`src/hdl/assert_macros.svh`:
```
// Assertion macros shared by the contact table RTL.
// No dependencies; compiled out when SYNTHESIS is set.
`ifndef ASSERT_MACROS_SVH
`define ASSERT_MACROS_SVH
`ifndef SYNTHESIS
`define CSDR_ASSERT(lbl, clk, rstn, prop, msg) \
    lbl: assert property (@(posedge clk) disable iff (!(rstn)) (prop)) else $error(msg);
`define CSDR_ASSERT_NEXT(lbl, clk, rstn, pre, post, msg) \
    lbl: assert property (@(posedge clk) disable iff (!(rstn)) (pre) |=> (post)) \
        else $error(msg);
`else
`define CSDR_ASSERT(lbl, clk, rstn, prop, msg)
`define CSDR_ASSERT_NEXT(lbl, clk, rstn, pre, post, msg)
`endif
`endif

```
`src/hdl/csdr_pkg.sv`:
```
// Types and constants for the contact point table.
// No dependencies; imported by csdr_cmp and contact_set_dedup_replace.
`timescale 1ns / 1ps

package csdr_pkg;

    localparam int S_DATA_W = 200;
    localparam int M_DATA_W = 208;
    localparam int CFG_IDX_W = 2;
    localparam int CFG_DATA_W = 16;

    typedef enum logic [1:0] {
        CMD_CLEAR = 2'd0,
        CMD_OFFER = 2'd1,
        CMD_READ  = 2'd2,
        CMD_NOP   = 2'd3
    } cmd_t;

    localparam logic [CFG_IDX_W-1:0] CFG_SLOT_LIMIT    = 2'd0;
    localparam logic [CFG_IDX_W-1:0] CFG_POS_EPSILON   = 2'd1;
    localparam logic [CFG_IDX_W-1:0] CFG_DEPTH_EPSILON = 2'd2;

    typedef enum logic [1:0] {
        S_IDLE,
        S_SCAN,
        S_WRITE,
        S_RESULT
    } state_t;

    // px in the lowest bits, matching the input beat layout
    typedef struct packed {
        logic signed [16:0] side;
        logic signed [15:0] nz;
        logic signed [15:0] ny;
        logic signed [15:0] nx;
        logic [30:0]        depth;
        logic signed [31:0] pz;
        logic signed [31:0] py;
        logic signed [31:0] px;
    } entry_t;

    typedef struct packed {
        logic match;
        logic deeper;
        logic shallower;
        logic below_min;
    } cmp_res_t;

endpackage

```
`src/hdl/contact_set_dedup_replace.sv`:
```
// Contact point table with duplicate suppression and shallowest-entry replacement.
// Depends on csdr_pkg, csdr_cmp and assert_macros.svh.
//
// One command per input beat: clear, offer, read or no operation, each giving one
// result beat. An offer walks the stored entries one per cycle through a single
// compare unit fed from the registered read port of the entry memory, stepping
// through accept, scan and write, with a matching entry ending the scan early;
// clear, read and no operation go from accept to result. A result held downstream
// stalls the write or result step. The input is accepted only while the sequencer
// is idle, in the cycle after the previous result is loaded; a result waiting
// downstream does not block acceptance. Configuration writes are always taken and
// should be made while the table is idle. Entries are undefined until written;
// reads beyond the count return zeros.
`timescale 1ns / 1ps
`include "assert_macros.svh"

module contact_set_dedup_replace #(
    parameter int MAX_ENTRIES = 16
) (
    input  logic                                 aclk,
    input  logic                                 aresetn,
    // s_tdata: pos_x, pos_y, pos_z, depth, normal_x, normal_y, normal_z, side,
    //          read_index
    input  logic                                 s_tvalid,
    output logic                                 s_tready,
    input  logic [csdr_pkg::S_DATA_W-1:0]        s_tdata,
    // s_tuser: command
    input  logic [1:0]                           s_tuser,
    // m_tdata: slot, count, out_pos_x, out_pos_y, out_pos_z, read_depth,
    //          out_normal_x, out_normal_y, out_normal_z, out_side
    output logic                                 m_tvalid,
    input  logic                                 m_tready,
    output logic [csdr_pkg::M_DATA_W-1:0]        m_tdata,
    // m_tuser: accepted
    output logic [0:0]                           m_tuser,
    input  logic                                 cfg_valid,
    output logic                                 cfg_ready,
    input  logic [csdr_pkg::CFG_IDX_W-1:0]       cfg_index,
    input  logic [csdr_pkg::CFG_DATA_W-1:0]      cfg_data
);
    import csdr_pkg::*;

    localparam int AW = (MAX_ENTRIES > 1) ? $clog2(MAX_ENTRIES) : 1;
    localparam int CW = $clog2(MAX_ENTRIES + 1);

    state_t          state_reg, state_next;
    cmd_t            cmd_reg, cmd_next;
    entry_t          new_reg, new_next;
    logic [3:0]      rd_index_reg, rd_index_next;
    logic [CW-1:0]   count_reg, count_next;
    logic [CW-1:0]   scan_idx_reg, scan_idx_next;
    logic [CW-1:0]   idx_reg, idx_next;
    logic            have_min_reg, have_min_next;
    logic [30:0]     min_depth_reg, min_depth_next;
    logic [4:0]      slot_limit_reg;
    logic [15:0]     pos_eps_reg, depth_eps_reg;

    entry_t          mem [MAX_ENTRIES];
    entry_t          rd_data_reg;
    logic [AW-1:0]   rd_addr;
    logic            mem_we;

    logic                m_valid_reg;
    logic [M_DATA_W-1:0] m_tdata_reg;
    logic                m_tuser_reg;

    logic            in_acc, out_free, load_out;
    cmd_t            s_cmd;
    entry_t          s_entry;
    logic [CW-1:0]   limit;
    logic            full, scan_last, read_hit;
    cmp_res_t        cmp_res;
    logic            res_acc;
    logic [3:0]      res_slot;
    entry_t          res_entry;

    assign s_cmd    = cmd_t'(s_tuser);
    assign s_entry  = entry_t'(s_tdata[$bits(entry_t)-1:0]);
    assign s_tready = (state_reg == S_IDLE);
    assign in_acc   = s_tvalid && s_tready;
    assign out_free = !m_valid_reg || m_tready;
    assign cfg_ready = 1'b1;

    always_comb begin
        if (slot_limit_reg == 5'd0) begin
            limit = CW'(1);
        end else if (int'(slot_limit_reg) > MAX_ENTRIES) begin
            limit = CW'(MAX_ENTRIES);
        end else begin
            limit = CW'(slot_limit_reg);
        end
    end

    assign full      = (count_reg == limit);
    assign scan_last = (scan_idx_reg == count_reg - 1'b1);
    assign read_hit  = int'(rd_index_reg) < int'(count_reg);

    csdr_cmp u_cmp (
        .new_entry (new_reg),
        .stored    (rd_data_reg),
        .pos_eps   (pos_eps_reg),
        .depth_eps (depth_eps_reg),
        .min_depth (min_depth_reg),
        .res       (cmp_res)
    );

    // next state
    always_comb begin
        state_next = state_reg;
        case (state_reg)
            S_IDLE: begin
                if (in_acc) begin
                    if (s_cmd == CMD_OFFER) begin
                        state_next = (count_reg == '0) ? S_WRITE : S_SCAN;
                    end else begin
                        state_next = S_RESULT;
                    end
                end
            end
            S_SCAN: begin
                if (cmp_res.match || scan_last) begin
                    state_next = S_WRITE;
                end
            end
            S_WRITE, S_RESULT: begin
                if (out_free) begin
                    state_next = S_IDLE;
                end
            end
            default: state_next = S_IDLE;
        endcase
    end

    // datapath and outputs
    always_comb begin
        cmd_next       = cmd_reg;
        new_next       = new_reg;
        rd_index_next  = rd_index_reg;
        count_next     = count_reg;
        scan_idx_next  = scan_idx_reg;
        idx_next       = idx_reg;
        have_min_next  = have_min_reg;
        min_depth_next = min_depth_reg;
        rd_addr        = '0;
        mem_we         = 1'b0;
        load_out       = 1'b0;
        res_acc        = 1'b0;
        res_slot       = 4'd0;
        res_entry      = '0;
        case (state_reg)
            S_IDLE: begin
                rd_addr = (s_cmd == CMD_READ) ? AW'(s_tdata[195:192]) : '0;
                if (in_acc) begin
                    cmd_next      = s_cmd;
                    new_next      = s_entry;
                    rd_index_next = s_tdata[195:192];
                    scan_idx_next = '0;
                    idx_next      = count_reg;
                    have_min_next = 1'b0;
                end
            end
            S_SCAN: begin
                rd_addr = AW'(scan_idx_reg + 1'b1);
                if (cmp_res.match) begin
                    idx_next = cmp_res.deeper ? scan_idx_reg : limit;
                end else begin
                    if (full && (!have_min_reg || cmp_res.below_min) && cmp_res.shallower) begin
                        have_min_next  = 1'b1;
                        min_depth_next = rd_data_reg.depth;
                        idx_next       = scan_idx_reg;
                    end
                    scan_idx_next = scan_idx_reg + 1'b1;
                end
            end
            S_WRITE: begin
                if (out_free) begin
                    load_out = 1'b1;
                    if (idx_reg < limit) begin
                        mem_we   = 1'b1;
                        res_acc  = 1'b1;
                        res_slot = 4'(idx_reg);
                        if (idx_reg == count_reg) begin
                            count_next = count_reg + 1'b1;
                        end
                    end
                end
            end
            S_RESULT: begin
                rd_addr = AW'(rd_index_reg);
                if (out_free) begin
                    load_out = 1'b1;
                    case (cmd_reg)
                        CMD_CLEAR: count_next = '0;
                        CMD_READ: begin
                            res_slot = rd_index_reg;
                            if (read_hit) begin
                                res_entry = rd_data_reg;
                            end
                        end
                        default: ;
                    endcase
                end
            end
            default: ;
        endcase
    end

    always_ff @(posedge aclk) begin
        if (!aresetn) begin
            state_reg      <= S_IDLE;
            count_reg      <= '0;
            slot_limit_reg <= 5'd16;
            pos_eps_reg    <= 16'd7;
            depth_eps_reg  <= 16'd7;
            m_valid_reg    <= 1'b0;
        end else begin
            state_reg <= state_next;
            count_reg <= count_next;
            if (cfg_valid) begin
                case (cfg_index)
                    CFG_SLOT_LIMIT:    slot_limit_reg <= cfg_data[4:0];
                    CFG_POS_EPSILON:   pos_eps_reg    <= cfg_data;
                    CFG_DEPTH_EPSILON: depth_eps_reg  <= cfg_data;
                    default: ;
                endcase
            end
            if (load_out) begin
                m_valid_reg <= 1'b1;
            end else if (m_tready) begin
                m_valid_reg <= 1'b0;
            end
        end
    end

    always_ff @(posedge aclk) begin
        cmd_reg       <= cmd_next;
        new_reg       <= new_next;
        rd_index_reg  <= rd_index_next;
        scan_idx_reg  <= scan_idx_next;
        idx_reg       <= idx_next;
        have_min_reg  <= have_min_next;
        min_depth_reg <= min_depth_next;
        if (load_out) begin
            m_tdata_reg <= {7'd0, res_entry, 5'(count_next), res_slot};
            m_tuser_reg <= res_acc;
        end
    end

    // entry store, registered read
    always_ff @(posedge aclk) begin
        if (mem_we) begin
            mem[idx_reg[AW-1:0]] <= new_reg;
        end
        rd_data_reg <= mem[rd_addr];
    end

    assign m_tvalid   = m_valid_reg;
    assign m_tdata    = m_tdata_reg;
    assign m_tuser[0] = m_tuser_reg;

    `CSDR_ASSERT(a_count_bound, aclk, aresetn, int'(count_reg) <= MAX_ENTRIES, "count over depth")
    `CSDR_ASSERT(a_scan_in_range, aclk, aresetn, (state_reg != S_SCAN) || (scan_idx_reg < count_reg), "scan past count")
    `CSDR_ASSERT_NEXT(a_offer_path, aclk, aresetn, in_acc && (s_cmd == CMD_OFFER), (state_reg == S_SCAN) || (state_reg == S_WRITE), "offer not scanned")
    `CSDR_ASSERT(a_stored_count, aclk, aresetn, !(m_valid_reg && m_tuser_reg) || (count_reg != '0), "stored beat with empty table")

endmodule

```
`src/hdl/csdr_cmp.sv`:
```
// Shared compare unit: tests one stored entry against the offered contact.
// Depends on csdr_pkg.
`timescale 1ns / 1ps

module csdr_cmp (
    input  csdr_pkg::entry_t   new_entry,
    input  csdr_pkg::entry_t   stored,
    input  logic [15:0]        pos_eps,
    input  logic [15:0]        depth_eps,
    input  logic [30:0]        min_depth,
    output csdr_pkg::cmp_res_t res
);
    import csdr_pkg::*;

    function automatic logic near_axis(logic [31:0] a, logic [31:0] b, logic [15:0] eps);
        logic signed [32:0] d;
        logic [32:0]        mag;
        d = $signed({a[31], a}) - $signed({b[31], b});
        mag = d[32] ? 33'(-d) : 33'(d);
        return mag < {17'd0, eps};
    endfunction

    logic [31:0] depth_sum;

    assign depth_sum = {1'b0, stored.depth} + {16'd0, depth_eps};

    assign res.match = near_axis(new_entry.px, stored.px, pos_eps)
                     && near_axis(new_entry.py, stored.py, pos_eps)
                     && near_axis(new_entry.pz, stored.pz, pos_eps);
    assign res.deeper    = depth_sum < {1'b0, new_entry.depth};
    assign res.shallower = stored.depth < new_entry.depth;
    assign res.below_min = stored.depth < min_depth;

endmodule

```
`config.mk`:
```
export PLATFORM = sky130hd
export DESIGN_NAME = contact_set_dedup_replace
export DESIGN_NICKNAME = d
export VERILOG_FILES = /design/src/hdl/csdr_pkg.sv /design/src/hdl/contact_set_dedup_replace.sv /design/src/hdl/csdr_cmp.sv
export VERILOG_INCLUDE_DIRS = /design/src /design/src/hdl
export SDC_FILE = /design/constraint.sdc
export NUM_CORES = 2
export LEC_CHECK = 0
export BUFFER_PORTS_ARGS = -buffer_cell sky130_fd_sc_hd__buf_2
export CAP_MARGIN = 30
export CORE_ASPECT_RATIO = 1.1
export CORE_UTILIZATION = 35
export DETAILED_ROUTE_END_ITERATION = 16
export PLACE_DENSITY = 0.59
export SYNTH_ARGS = -nofsm -noshare
export SYNTH_HDL_FRONTEND = slang
export SYNTH_HIERARCHICAL = 1
export SYNTH_SLANG_ARGS = --single-unit
```
`constraint.sdc`:
```
create_clock -name aclk -period 23.5 [get_ports aclk]
set_input_delay 3.525 -clock aclk [delete_from_list [all_inputs] [get_ports aclk]]
set_output_delay 3.525 -clock aclk [all_outputs]
set_load 0.05 [all_outputs]
```
# Word-level counts from Yosys, hierarchy flattened

Memories as Yosys holds them, arrays and structs flattened. A register that Yosys moved wholly into a read port is not among the register bits.
Cells that the tools add are included.

Bits in registers: 487
Word-level logic and storage cells: 134
Bits of input ports: 225
RAM bits: 3072
Memories kept: 1

Memories:

| name | depth | width | read ports | clocked after memory_dff | wr ports | line                            | source |
|---|---|---|---|---|---|---|---|
| mem  | 16    | 192   | 1          | 1                        | 1        | contact_set_dedup_replace.sv:58 | `entry_t mem [MAX_ENTRIES];` |

Order comparisons: 9
Reduce and logical (&&, ||, !) cells: 28
Mux-type cells: 45
Equal/unequal tests: 17
Bitwise operators: 1
Add/subtract/negate cells: 10

Operators with widths:

| cell                                                 | number |
|---|---|
| < comparator 33 x 16 -> 1 bit                        | 3 |
| 2-to-1 mux 33 bit                                    | 3 |
| negator 33 bit                                       | 3 |
| subtractor 32 x 32 -> 33 bit                         | 3 |
| 2-to-1 mux 5 bit                                     | 13 |
| < comparator 31 bit                                  | 2 |
| adder 31 x 16 -> 32 bit                              | 1 |
| < comparator 32 x 31 -> 1 bit                        | 1 |
| case mux 5 bit (2 select lines)                      | 3 |
| 2-to-1 mux 4 bit                                     | 5 |
| equality test 5 bit                                  | 3 |
| 2-to-1 mux 1 bit                                     | 12 |
| case mux 4 bit (3 select lines)                      | 1 |
| AND reduction 3 bit                                  | 4 |
| adder 5 x 1 -> 5 bit (second input constant)         | 2 |
| equality test 2 bit (second input constant)          | 5 |
| zero test 5 bit                                      | 2 |
| 2-to-1 mux 2 bit                                     | 5 |
| case mux 4 bit (2 select lines)                      | 1 |
| AND reduction 2 bit                                  | 4 |
| AND reduction 4 bit                                  | 2 |
| equality test 2 x 1 -> 1 bit (second input constant) | 3 |
| zero test 2 bit                                      | 3 |
| != test 2 bit (second input constant)                | 3 |
| other kinds (14)                                     | 23 |

# Depth between registers and ports, before layout

Depth in word-level cells: 9
Gate-level depth with buffers: 33

# Hierarchy

Netlist, hierarchy kept.

Modules (own cells, without submodules):

| module                    | cells an instance | area each (um^2) | sequential area each (um^2) | instances |
|---|---|---|---|---|
| contact_set_dedup_replace | 6630              | 138884.5         | 110265.8                    | 1 |
| csdr_cmp                  | 1968              | 13342.8          | 0.0                         | 1 |

# Least setup slack after synthesis

No wires, ideal clock.

Path type: in2reg
Start: input port m_tready
End: memory mem[0][0] (netlist name), enable pin
Path slack: -306 ps
Arrival: 22584 ps
Library setup time: 1222 ps
Cell stages on the path: 4
Path through: nor2b_1 -> a2111oi_2 -> nand3_1 -> nor4_1

Word-level cells in the longest chain between the ends: 5

Ends and longest elaborated chain:

| element                                | line                             | source |
|---|---|---|
| start, declared                        | contact_set_dedup_replace.sv:32  | `input logic m_tready,` |
| logical OR 1 bit                       | contact_set_dedup_replace.sv:81  | `assign out_free = !m_valid_reg \|\| m_tready;` |
| 2-to-1 mux 1 bit                       | contact_set_dedup_replace.sv:176 | `if (out_free) begin` |
| 2-to-1 mux 1 bit                       | n/a                              |  |
| 2-to-1 mux 1 bit                       | contact_set_dedup_replace.sv:251 | `if (mem_we) begin` |
| 2-to-1 mux 1 bit (implied by the code) | contact_set_dedup_replace.sv:252 | `mem[idx_reg[AW-1:0]] <= new_reg;` |
| end, declared                          | contact_set_dedup_replace.sv:58  |  |

No other way between the ends.

==> flow_summary.ini <==
[detailed_routing]
dr.pass1.iters = 5
drt-vias-per-instance = 5.50
drt_wl_total_um = 422000
wl_met2_um = 205000
wl_met1_um = 172000
top_layer_used = met5
vias = 83400
wl_met3_um = 32500
ant_nets = 0
routedWlPerCell_um = 27.8
drc = 0
first_iter_violations = 8912

[placed_design]
dp.cells = 14400
portBuffers = 424
dp_hpwl_um = 238000
place_congestion = 0.863

[floorplanning]
num_io_pins = 437
die_w_um = 631
start_util_pct = 35.2
dieArea_um2 = 438000
die_h_um = 694
rows = 253
design.core.area_um2 = 432000

[finish]
final_common_cell = edfxtp_1
nFillCells = 38800
layout_common_cells = 3,514 x edfxtp_1, 849 x nand3_1, 768 x mux4_2
syn_to_final_growth_pct = 14.1
drive_gt1_share_pct = 21.1
stdcell_count = 15200
largest_reg_flops = 3072
fin_nets = 9563

[timing]
skew_ns = 0.0989
maxSlewViolCount = 0
final.min_clock_period_ns = 8.40
fmax_mhz = 119
holdWs_ns = 0.472
fin_crit_sh_pct = 35.7
hold_violations = 0
rsz0062_at_grt = false
worst_pin_slew_ns = 1.12
tns_ns = 0
max-slew-margin-rel_pct = 25.3
finalSetupViolations = 0

[clock_network]
cts_tree = built
cts_made_buffers = 384
cts_buffer_depth = 4
cts.clk_slew.worst_paths_ns = 0.07
htree_levels = 5
postCtsSetupRepairBufs = 0
cts_sinks = 3751
ctsResizeCount = 0
cts_hold_buf = 0
cts_root_buf = clkbuf_16
worst_skew_pair.late_latency_ns = 1.02

[synth]
syn_inst = 8598
synthDominantCellAreaShare_pct = 69.3
yosys_warnings = 6
async_reset_ff_share_pct = 0
synthTopCellsByArea = edfxtp_1 69%, mux4_2 11%, dfxtp_1 3.1%
ys.flop_type = edfxtp_1
yosysUniqueCellTypes = 98
synth_seq_cells = 3751
synth_top_area_cell = edfxtp_1
synth_edf_count = 3514
netlist_area_um2 = 152000
ys_seq_area_share_pct = 72.4
syn_avg_cell_area_um2 = 17.7

[pwr]
p_leak_nw = 57.1
ir_drop_mv = 0.0634
finalPower_mw = 17.3
cellPowerDensity_nw_per_um2 = 99.6

[min_path]
worstHoldPathType = reg -> reg

[setup_path]
cp-start-kind = flip-flop
cp-end-kind = flip-flop
worstPathArrival_ns = 9.12
worstPathRequired_ns = 24.22
critPathMaxStageDelay_ns = 0.63
path_max_fanout = 19
crit_type = reg -> reg
slowest_stage = edfxtp_1

[run]
maxCapViolations = 0

[grt]
grt_max_degree = 156
grt_pass1_vias = 84800
antenna_found_initial = 54
grt_pass1_wl_um = 603000
overflow = 0
grt_use_total_pct = 18.8

[status]
status = finished clean
==> layout make-up <==
cell class	count	area [µm²]	area share, %
Timing Repair Buffer	578	3750	2.16
Sequential cell	3751	110000	63.5
Inverter	426	1610	0.929
Antenna cell	12	30.0	0.0173
Multi-Input combinational cell	3933	38200	22.0
Clock inverter	195	2110	1.21
Clock buffer	527	10500	6.07
Tap cell	5737	7180	4.13
==> kinds of logic after synthesis <==
logic type                 share of synthesized area (%)
muxes                                               11.6
AOI/OAI and AO/OA                                   4.01
buffers and inverters                               2.62
other                                            0.00493
xor gates and xnor gates                           0.823
DFF                                                 72.4
adders and majority gates                           2.19
and+or+nand+nor                                     6.34
==> per-stage QoR <==
step                instance area [µm²]  setup slack (ns)  utilization [%]
floorplan                        152000            -0.306                -
global placement                 161000             14.18             37.2
detailed placement               161000             14.14             37.2
CTS                              174000             15.09             40.1
global route                     174000             14.37             40.2
finish                           174000             15.10             40.2
==> routing by layer <==
metal	vias up	GRT usage [%]
met3	610	3.76
met4	28	5.14
li1	35600	-
met2	3163	31.4
met1	44000	25.0
met5	-	0
==> worst max-delay path, delay by kind of cell, from the launching register on <==
family	cells	cell delay, ns
buf+inv	3	0.31
compound gates	16	3.75
xor+xnor	1	0.24
flops	1	0.63
simple gates	8	2.31
fa+ha+maj	3	0.88
==> cells in the mapped netlist, types with 20 or more instances <==
| cell type | instances |
|---|---|
| ha_1 | 260 |
| and3_1 | 29 |
| buf_1 | 27 |
| xor2_1 | 51 |
| nand4_1 | 241 |
| mux2i_1 | 28 |
| edfxtp_1 | 3514 |
| buf_4 | 47 |
| mux4_2 | 768 |
| dfxtp_1 | 237 |
| or3_1 | 25 |
| nand2b_1 | 53 |
| nand2_1 | 224 |
| a211oi_1 | 234 |
| o21a_1 | 22 |
| xnor2_1 | 92 |
| o21ai_0 | 115 |
| nor2b_1 | 44 |
| nand3_1 | 849 |
| clkbuf_1 | 290 |
| a21o_1 | 78 |
| buf_6 | 32 |
| nor2_1 | 155 |
| nor3_1 | 80 |
| inv_1 | 426 |
| o211ai_1 | 20 |
| buf_2 | 98 |
| nor4_1 | 23 |
| a31oi_1 | 24 |
| a21boi_0 | 33 |
| a21oi_1 | 152 |
==> final timing paths <==
path	startpoint	to	slack, ns	cells past startpoint
min	pos_eps_reg[10]	pos_eps_reg[10]	0.47	2
min reg2reg	pos_eps_reg[10]	pos_eps_reg[10]	0.47	2
max	new_reg[64]	idx_reg[1]	15.10	31
max reg2reg	new_reg[64]	idx_reg[1]	15.10	31
==> power by group <==
part           total [mW]  switching [mW]  internal (mW)
registers            7.93           0.312           7.62
logic                3.26            2.04           1.22
clock network        6.12            2.68           3.43
total                17.3            5.03           12.3
(Power assumes the default switching activity.)
